**config.mk**
```make
export PLATFORM = sky130hd
export DESIGN_NAME = midpoint_line_rasterizer_core
export DESIGN_NICKNAME = d
export VERILOG_FILES = /design/src/rtl/mlr_pkg.sv /design/src/rtl/mlr_setup.sv /design/src/rtl/mlr_step.sv /design/src/rtl/midpoint_line_rasterizer_core.sv
export SDC_FILE = /design/constraint.sdc
export NUM_CORES = 1
export LEC_CHECK = 0
export BUFFER_PORTS_ARGS = -buffer_cell sky130_fd_sc_hd__buf_4
export CAP_MARGIN = 20
export CORE_MARGIN = 5
export CORE_UTILIZATION = 40
export CTS_CLUSTER_SIZE = 25
export DETAILED_ROUTE_END_ITERATION = 8
export PLACE_DENSITY_LB_ADDON = 0.15
export SLEW_MARGIN = 25
export SYNTH_ARGS = -nofsm -noshare
export SYNTH_HDL_FRONTEND = slang
export SYNTH_SLANG_ARGS = --single-unit
```
**constraint.sdc**
```tcl
create_clock -name i_clk -period 10 [get_ports i_clk]
set_clock_uncertainty 0.2 [all_clocks]
set_input_delay 1 -clock i_clk [delete_from_list [all_inputs] [get_ports i_clk]]
set_output_delay 1 -clock i_clk [all_outputs]
set_load 0.02 [all_outputs]
```
**src/rtl/mlr_pkg.sv**
```systemverilog
// Shared types and codes for the midpoint line rasterizer.
`default_nettype none

package mlr_pkg;

    // Item command codes
    typedef enum logic [0:0] {
        CMD_LOAD = 1'b0,
        CMD_STEP = 1'b1
    } t_cmd;

    // Per-line stepping mode, chosen at load time
    typedef struct packed {
        logic steep;    // y is the major axis
        logic x_neg;    // x walks downwards
        logic y_neg;    // y walks downwards
        logic keep_gt;  // minor axis holds while decision > 0 (else while < 0)
    } t_line_mode;

endpackage

`default_nettype wire

```
**src/rtl/mlr_setup.sv**
```systemverilog
// Line setup: octant selection, start decision and per-step increments.
`default_nettype none

module mlr_setup #(
    parameter int COORD_BITS = 11
) (
    input  wire logic [COORD_BITS-1:0]   i_start_x,
    input  wire logic [COORD_BITS-1:0]   i_start_y,
    input  wire logic [COORD_BITS-1:0]   i_end_x,
    input  wire logic [COORD_BITS-1:0]   i_end_y,
    output mlr_pkg::t_line_mode          o_mode,
    output logic signed [COORD_BITS+3:0] o_dec_init,
    output logic signed [COORD_BITS+3:0] o_inc_keep,
    output logic signed [COORD_BITS+3:0] o_inc_move
);

    localparam int DW = COORD_BITS + 4;

    logic signed [DW-1:0] dx;
    logic signed [DW-1:0] dy;
    logic signed [DW-1:0] dx2;
    logic signed [DW-1:0] dy2;
    logic        [DW-1:0] abs_dx;
    logic        [DW-1:0] abs_dy;
    logic                 steep;
    logic        [1:0]    quad;

    assign dx  = $signed({{(DW-COORD_BITS){1'b0}}, i_end_x})
               - $signed({{(DW-COORD_BITS){1'b0}}, i_start_x});
    assign dy  = $signed({{(DW-COORD_BITS){1'b0}}, i_end_y})
               - $signed({{(DW-COORD_BITS){1'b0}}, i_start_y});
    assign dx2 = dx <<< 1;
    assign dy2 = dy <<< 1;

    assign abs_dx = (dx < 0) ? DW'(-dx) : DW'(dx);
    assign abs_dy = (dy < 0) ? DW'(-dy) : DW'(dy);
    assign steep  = !(abs_dy < abs_dx);

    // Quadrant, tested in order so that ties fall to the first match
    always_comb begin
        if (i_start_x <= i_end_x && i_start_y <= i_end_y) begin
            quad = 2'd0;
        end else if (i_start_x <= i_end_x && i_start_y >= i_end_y) begin
            quad = 2'd1;
        end else if (i_start_x >= i_end_x && i_start_y <= i_end_y) begin
            quad = 2'd2;
        end else begin
            quad = 2'd3;
        end
    end

    always_comb begin
        o_mode.steep   = steep;
        o_mode.x_neg   = quad[1];
        o_mode.y_neg   = quad[0];
        o_mode.keep_gt = 1'b0;
        o_dec_init     = '0;
        o_inc_keep     = '0;
        o_inc_move     = '0;
        case ({steep, quad})
            3'd0: begin
                o_dec_init = dy2 - dx;
                o_inc_keep = dy2;
                o_inc_move = dy2 - dx2;
            end
            3'd4: begin
                o_mode.keep_gt = 1'b1;
                o_dec_init     = dy - dx2;
                o_inc_keep     = -dx2;
                o_inc_move     = dy2 - dx2;
            end
            3'd1: begin
                o_mode.keep_gt = 1'b1;
                o_dec_init     = dy2 + dx;
                o_inc_keep     = dy2;
                o_inc_move     = dy2 + dx2;
            end
            3'd5: begin
                o_dec_init = dy + dx2;
                o_inc_keep = dx2;
                o_inc_move = dy2 + dx2;
            end
            3'd2: begin
                o_mode.keep_gt = 1'b1;
                o_dec_init     = -dy2 - dx;
                o_inc_keep     = -dy2;
                o_inc_move     = -dy2 - dx2;
            end
            3'd6: begin
                o_dec_init = -dy - dx2;
                o_inc_keep = -dx2;
                o_inc_move = -dy2 - dx2;
            end
            3'd3: begin
                o_dec_init = -dy2 + dx;
                o_inc_keep = -dy2;
                o_inc_move = dx2 - dy2;
            end
            default: begin
                o_mode.keep_gt = 1'b1;
                o_dec_init     = -dy + dx2;
                o_inc_keep     = dx2;
                o_inc_move     = dx2 - dy2;
            end
        endcase
    end

endmodule

`default_nettype wire

```
**src/rtl/mlr_step.sv**
```systemverilog
// One midpoint step: end test, decision update and coordinate advance.
`default_nettype none

module mlr_step #(
    parameter int COORD_BITS = 11
) (
    input  wire mlr_pkg::t_line_mode          i_mode,
    input  wire logic [COORD_BITS-1:0]        i_cur_x,
    input  wire logic [COORD_BITS-1:0]        i_cur_y,
    input  wire logic [COORD_BITS-1:0]        i_stop_major,
    input  wire logic signed [COORD_BITS+3:0] i_dec,
    input  wire logic signed [COORD_BITS+3:0] i_inc_keep,
    input  wire logic signed [COORD_BITS+3:0] i_inc_move,
    output logic                              o_last,
    output logic [COORD_BITS-1:0]             o_next_x,
    output logic [COORD_BITS-1:0]             o_next_y,
    output logic signed [COORD_BITS+3:0]      o_next_dec
);

    logic keep;
    logic move_x;
    logic move_y;

    assign o_last = i_mode.steep ? (i_cur_y == i_stop_major) : (i_cur_x == i_stop_major);

    // Minor axis holds only on the strict test, so a zero decision moves it under either test
    assign keep   = i_mode.keep_gt ? (i_dec > 0) : (i_dec < 0);
    assign move_x = i_mode.steep ? !keep : 1'b1;
    assign move_y = i_mode.steep ? 1'b1 : !keep;

    assign o_next_dec = i_dec + (keep ? i_inc_keep : i_inc_move);

    always_comb begin
        o_next_x = i_cur_x;
        o_next_y = i_cur_y;
        if (move_x) begin
            o_next_x = i_mode.x_neg ? i_cur_x - 1'b1 : i_cur_x + 1'b1;
        end
        if (move_y) begin
            o_next_y = i_mode.y_neg ? i_cur_y - 1'b1 : i_cur_y + 1'b1;
        end
    end

endmodule

`default_nettype wire

```
**src/rtl/midpoint_line_rasterizer_core.sv**
```systemverilog
// An input beat is registered in the input stage and its pixel in the output register.
// Throughput: one beat per cycle while the output is not stalled; the line state (decision,
// position) is updated every beat, so consecutive step beats stream one pixel per clock.
// Load beats and steps with no active line pass through and produce no output beat.
// Reset (i_rst_n low, synchronous) empties both stages and drops any active line.
`default_nettype none

module midpoint_line_rasterizer_core #(
    parameter int COORD_BITS = 11
) (
    input  wire logic                  i_clk,
    input  wire logic                  i_rst_n,
    // input channel
    input  wire logic                  i_in_valid,
    output logic                       o_in_ready,
    input  wire logic [0:0]            i_cmd,
    input  wire logic [COORD_BITS-1:0] i_start_x,
    input  wire logic [COORD_BITS-1:0] i_start_y,
    input  wire logic [COORD_BITS-1:0] i_end_x,
    input  wire logic [COORD_BITS-1:0] i_end_y,
    // output channel
    output logic                       o_out_valid,
    input  wire logic                  i_out_ready,
    output logic [COORD_BITS-1:0]      o_pixel_x,
    output logic [COORD_BITS-1:0]      o_pixel_y,
    output logic                       o_last_pixel
);

    localparam int DW = COORD_BITS + 4;

    // Input stage
    logic                  r_in_valid;
    mlr_pkg::t_cmd         r_cmd;
    logic [COORD_BITS-1:0] r_start_x;
    logic [COORD_BITS-1:0] r_start_y;
    logic [COORD_BITS-1:0] r_end_x;
    logic [COORD_BITS-1:0] r_end_y;

    // Line state
    logic                  r_active;
    mlr_pkg::t_line_mode   r_mode;
    logic [COORD_BITS-1:0] r_cur_x;
    logic [COORD_BITS-1:0] r_cur_y;
    logic [COORD_BITS-1:0] r_stop_major;
    logic signed [DW-1:0]  r_dec;
    logic signed [DW-1:0]  r_inc_keep;
    logic signed [DW-1:0]  r_inc_move;

    // Output register
    logic                  r_out_valid;
    logic [COORD_BITS-1:0] r_pixel_x;
    logic [COORD_BITS-1:0] r_pixel_y;
    logic                  r_last;

    logic                  slot_free;
    logic                  in_fire;
    logic                  proc;
    logic                  proc_load;
    logic                  proc_emit;

    mlr_pkg::t_line_mode   setup_mode;
    logic signed [DW-1:0]  setup_dec;
    logic signed [DW-1:0]  setup_inc_keep;
    logic signed [DW-1:0]  setup_inc_move;

    logic                  step_last;
    logic [COORD_BITS-1:0] step_x;
    logic [COORD_BITS-1:0] step_y;
    logic signed [DW-1:0]  step_dec;

    logic                  n_active;
    mlr_pkg::t_line_mode   n_mode;
    logic [COORD_BITS-1:0] n_cur_x;
    logic [COORD_BITS-1:0] n_cur_y;
    logic [COORD_BITS-1:0] n_stop_major;
    logic signed [DW-1:0]  n_dec;
    logic signed [DW-1:0]  n_inc_keep;
    logic signed [DW-1:0]  n_inc_move;

    // Handshake: the output register frees when empty or when its beat is taken;
    // the input stage frees when it is empty or when it can move on into that slot.
    assign slot_free  = !r_out_valid || i_out_ready;
    assign o_in_ready = !r_in_valid || slot_free;
    assign in_fire    = i_in_valid && o_in_ready;

    assign proc      = r_in_valid && slot_free;
    assign proc_load = proc && (r_cmd == mlr_pkg::CMD_LOAD);
    assign proc_emit = proc && (r_cmd == mlr_pkg::CMD_STEP) && r_active;

    mlr_setup #(
        .COORD_BITS (COORD_BITS)
    ) u_setup (
        .i_start_x  (r_start_x),
        .i_start_y  (r_start_y),
        .i_end_x    (r_end_x),
        .i_end_y    (r_end_y),
        .o_mode     (setup_mode),
        .o_dec_init (setup_dec),
        .o_inc_keep (setup_inc_keep),
        .o_inc_move (setup_inc_move)
    );

    mlr_step #(
        .COORD_BITS (COORD_BITS)
    ) u_step (
        .i_mode       (r_mode),
        .i_cur_x      (r_cur_x),
        .i_cur_y      (r_cur_y),
        .i_stop_major (r_stop_major),
        .i_dec        (r_dec),
        .i_inc_keep   (r_inc_keep),
        .i_inc_move   (r_inc_move),
        .o_last       (step_last),
        .o_next_x     (step_x),
        .o_next_y     (step_y),
        .o_next_dec   (step_dec)
    );

    // Line state update: a load replaces the line, a step advances it or ends it
    always_comb begin
        n_active     = r_active;
        n_mode       = r_mode;
        n_cur_x      = r_cur_x;
        n_cur_y      = r_cur_y;
        n_stop_major = r_stop_major;
        n_dec        = r_dec;
        n_inc_keep   = r_inc_keep;
        n_inc_move   = r_inc_move;
        if (proc_load) begin
            n_active     = 1'b1;
            n_mode       = setup_mode;
            n_cur_x      = r_start_x;
            n_cur_y      = r_start_y;
            n_stop_major = setup_mode.steep ? r_end_y : r_end_x;
            n_dec        = setup_dec;
            n_inc_keep   = setup_inc_keep;
            n_inc_move   = setup_inc_move;
        end else if (proc_emit) begin
            if (step_last) begin
                n_active = 1'b0;
            end else begin
                n_cur_x = step_x;
                n_cur_y = step_y;
                n_dec   = step_dec;
            end
        end
    end

    always_ff @(posedge i_clk) begin
        if (!i_rst_n) begin
            r_in_valid  <= 1'b0;
            r_active    <= 1'b0;
            r_out_valid <= 1'b0;
        end else begin
            // Hold the input stage until it can be processed
            if (o_in_ready) begin
                r_in_valid <= i_in_valid;
            end
            r_active <= n_active;
            // Drop the output beat once taken; refill only when a pixel is due
            if (slot_free) begin
                r_out_valid <= proc_emit;
            end
        end
    end

    always_ff @(posedge i_clk) begin
        if (in_fire) begin
            r_cmd     <= mlr_pkg::t_cmd'(i_cmd);
            r_start_x <= i_start_x;
            r_start_y <= i_start_y;
            r_end_x   <= i_end_x;
            r_end_y   <= i_end_y;
        end
        r_mode       <= n_mode;
        r_cur_x      <= n_cur_x;
        r_cur_y      <= n_cur_y;
        r_stop_major <= n_stop_major;
        r_dec        <= n_dec;
        r_inc_keep   <= n_inc_keep;
        r_inc_move   <= n_inc_move;
        if (proc_emit) begin
            r_pixel_x <= r_cur_x;
            r_pixel_y <= r_cur_y;
            r_last    <= step_last;
        end
    end

    assign o_out_valid  = r_out_valid;
    assign o_pixel_x    = r_pixel_x;
    assign o_pixel_y    = r_pixel_y;
    assign o_last_pixel = r_last;

    // A processed load always leaves a line active
    a_load_activates: assert property (@(posedge i_clk) disable iff (!i_rst_n)
        proc_load |=> r_active)
        else $error("load did not activate a line");

    // The final pixel of a line ends it
    a_last_ends_line: assert property (@(posedge i_clk) disable iff (!i_rst_n)
        (proc_emit && step_last) |=> (!r_active && r_out_valid && r_last))
        else $error("last pixel did not end the line");

    // A step with no active line produces no beat
    a_idle_step_silent: assert property (@(posedge i_clk) disable iff (!i_rst_n)
        (proc && (r_cmd == mlr_pkg::CMD_STEP) && !r_active) |=> !r_out_valid)
        else $error("step without a line produced a pixel");

    // On a shallow line x moves by exactly one per emitted non-final pixel
    a_major_x_step: assert property (@(posedge i_clk) disable iff (!i_rst_n)
        (proc_emit && !step_last && !r_mode.steep) |=>
            ((r_cur_x == $past(r_cur_x) + 1'b1) || (r_cur_x == $past(r_cur_x) - 1'b1)))
        else $error("major x coordinate did not advance by one");

    // On a steep line y moves by exactly one per emitted non-final pixel
    a_major_y_step: assert property (@(posedge i_clk) disable iff (!i_rst_n)
        (proc_emit && !step_last && r_mode.steep) |=>
            ((r_cur_y == $past(r_cur_y) + 1'b1) || (r_cur_y == $past(r_cur_y) - 1'b1)))
        else $error("major y coordinate did not advance by one");

endmodule

`default_nettype wire
```
==> flow_summary.yaml <==
status:
  status: "complete, no violations"
yosys:
  synth_top_area_share_pct: 28.8
  synth_edf_count: 148
  syn_area_sq_mm: 0.0154
  yosys_warnings: 0
  syn-instance-count: 1741
  synth_common_cells: "191 x ha_1, 159 x nor2_1, 148 x edfxtp_1, 147 x nand2_1, 147 x xnor2_1"
  ys_async_sr_fraction_pct: 0
  ys_types: 88
  synth_area_leaders: "edfxtp_1 29%, ha_1 15%, xnor2_1 8.3%, a21oi_1 4.2%, nor2_1 3.9%"
  avgSynthCellArea_sq_um: 8.87
  syn_nets: 1996
  ys_seq_area_share_pct: 29.2
  yosys.area.top_type: "edfxtp_1"
  synth.most_common_cell: "ha_1"
  synthFlopType: "edfxtp_1"
  yosys_register_bits: 151
grt:
  grt_pass1_vias: 12500
  grt_overflow_total: 0
  use_met1_pct: 34.6
  grt_pass1_wl_um: 77100
  grt_max_degree: 58
  grt_use_total_pct: 23.9
  met2_usage_pct: 36.0
  use_met3_pct: 3.72
  antenna_found_initial: 0
  top_usage_layer: "met2"
timing:
  fin_tns_setup_ns: 0
  slew_viol_final: 0
  slew_headroom_pct: 29.9
  tightest_slew_ns: 1.03
  setup_ws_ns: 1.23
  fin_crit_sh_pct: 87.7
  fmax_mhz: 114
  grt_setup_unrepaired: "no"
  setup_viol: 0
  finalHoldViolations: 0
  layout_min_cycle_time_ns: 8.77
pwr:
  peakVddDrop_mv: 0.201
  clockPowerShare_pct: 11.7
  switching_power_mw: 2.86
  finalPower_mw: 5.65
  internal_power_mw: 2.78
  swShare_pct: 50.7
  power_density_mw_per_mm2: 327
  pwr-share-seq_pct: 15.6
  power_frac_comb_pct: 72.7
  leakage_nw: 7.27
drt:
  wire_per_inst_um: 22.1
  vias_per_cell: 5.67
  vias: 13300
  wl_um: 51800
  drtIter0Drc: 1193
  postRouteAntennaNets: 0
  post-route-drc-count: 0
  first_pass_iters: 6
final_layout:
  final-seq-area_sq_mm: 0.00450
  n_fill_cell: 3853
  drive_above_1_share_pct: 11.3
  syn2layout_area_growth_pct: 12.0
  multiInputGateArea_sq_mm: 0.0103
  final_nets: 2062
  antenna_cells: 0
clock_network:
  cts_sinks: 151
  cts-buffers-inserted: 17
  cts_resized: 0
  post_cts_buffers: 0
  cts_max_level: 4
  cts_root_buf: "clkbuf_16"
  clk_pin_slew_ns: 0.08
  cts_tree: "built"
  insertion_delay_ns: 0.45
  cts_hold_buf: 0
  clk_path_buf_depth: 2
run:
  cap_violations: 0
setup_path:
  cpMaxStageDelayCell: "fa_1"
  crit_start: "r_end_x[0]$_DFFE_PP_"
  cp_max_fo: 18
  worstRegToRegCells: 36
  cp.arrival_ns: 8.76
  r2r_slack_ns: 1.23
  cp-end-kind: "register"
  crit_required_ns: 9.99
  slowest_delay_ns: 0.69
  r2r-end: "r_dec[13]$_DFFE_PP_"
  r2r_start: "r_end_x[0]$_DFFE_PP_"
  timing_worst_setup_path_type: "reg -> reg"
  endpoint: "r_dec[13]$_DFFE_PP_"
  critPathLaunchType: "register"
placed_design:
  place_hpwl_um: 40100
  pre_cts_ws_ns: 1.42
  portBuffers: 73
  gp_congestion: 0.922
floorplanning:
  die_area_sq_mm: 0.0426
  die_x_um: 206
  start_util_pct: 40.2
  ios: 74
  core_sq_mm: 0.0384
  fp.dieH_um: 206
  rows: 72
min_path:
  hold_class: "reg -> reg"
  hold_start: "r_cur_y[5]$_DFFE_PP_"
## layer usage
layer	share of wire [%]	wire length, um
met4	3.8	1980
met1	47	24200
met2	43	22500
met3	6.0	3100
met5	0	0
## worst max-delay path, delay by kind of cell, from the launching register on
kind,cells,cell delay (ns)
AO/OA/AOI/OAI,13,2.19
adder cells (fa/ha/maj),7,2.27
flip-flops,1,0.40
buffers and inverters,6,0.93
XOR/XNOR,1,0.14
AND/OR/NAND/NOR,9,2.39
## cell type report
cell class                 instances  share of cell area, %
tap                              518                   3.75
multi-input combinational       1412                   59.5
inverter                         117                   2.55
timing repair buffer             108                   4.69
clock buffer                      17                   2.46
clock inverter                    15                  0.977
sequential                       151                   26.1
## per-stage QoR
stage	std cells	utilization (%)	area, sq um	hold WS, ns
2_1_floorplan	1741	-	15400	0.254
3_3_place_gp	2306	43.5	16700	0.270
3_5_place_dp	2306	43.5	16700	0.283
4_1_cts	2338	45.1	17300	0.293
5_1_grt	2338	45.1	17300	0.300
6_report	2338	45.1	17300	0.288
## flip-flops by register name, indices dropped and copies added, names as in the netlist, 4 cells and up
signal / flops
o_pixel_y: 11
r_cur_y: 11
r_dec: 15
r_stop_major: 11
r_end_x: 11
o_pixel_x: 11
r_start_y: 11
r_inc_move: 14
r_cur_x: 11
r_end_y: 11
r_start_x: 11
r_mode: 4
r_inc_keep: 14
## how the worst min path moves through the flow
stage | to | slack [ns] | cells after the start
2_1_floorplan | o_pixel_x[2]$_DFFE_PP_ | 0.25 | 0
3_3_place_gp | o_pixel_y[5]$_DFFE_PP_ | 0.27 | 0
3_5_place_dp | o_pixel_y[5]$_DFFE_PP_ | 0.28 | 0
4_1_cts | o_pixel_y[5]$_DFFE_PP_ | 0.29 | 0
5_1_grt | o_pixel_y[5]$_DFFE_PP_ | 0.30 | 0
6_report | o_pixel_y[5]$_DFFE_PP_ | 0.29 | 0
## power groups by stage
stage / logic, mW / registers [mW] / clock network (mW)
6_report: 4.11 / 0.881 / 0.660
5_1_grt: 4.48 / 0.887 / 0.699
4_1_cts: 4.05 / 0.881 / 0.672
3_5_place_dp: 4.02 / 0.895 / 0
3_3_place_gp: 4.02 / 0.894 / 0
2_1_floorplan: 2.95 / 0.871 / 0
## cell usage in the layout (no fill, tap or decap), types with 34 or more instances in the layout
cell type,count
inv_1,107
o21ai_0,90
a21oi_1,131
nor3_1,50
xnor2_1,147
a21o_1,45
nor2_1,158
ha_1,191
xor2_1,34
edfxtp_1,148
buf_4,108
nand2_1,147
## cell families (layout without fill, tap and decap cells)
group	count (synthesis)	count (layout)	synth area share [%]
xor+xnor	184	184	10.8
simple gates	511	511	15.5
flops	151	151	29.2
buf+inv	178	257	4.43
compound gates	475	475	20.2
fa+ha+maj	206	206	17.4
mux	36	36	2.45
Note: power is estimated with default switching activity, not from simulation.
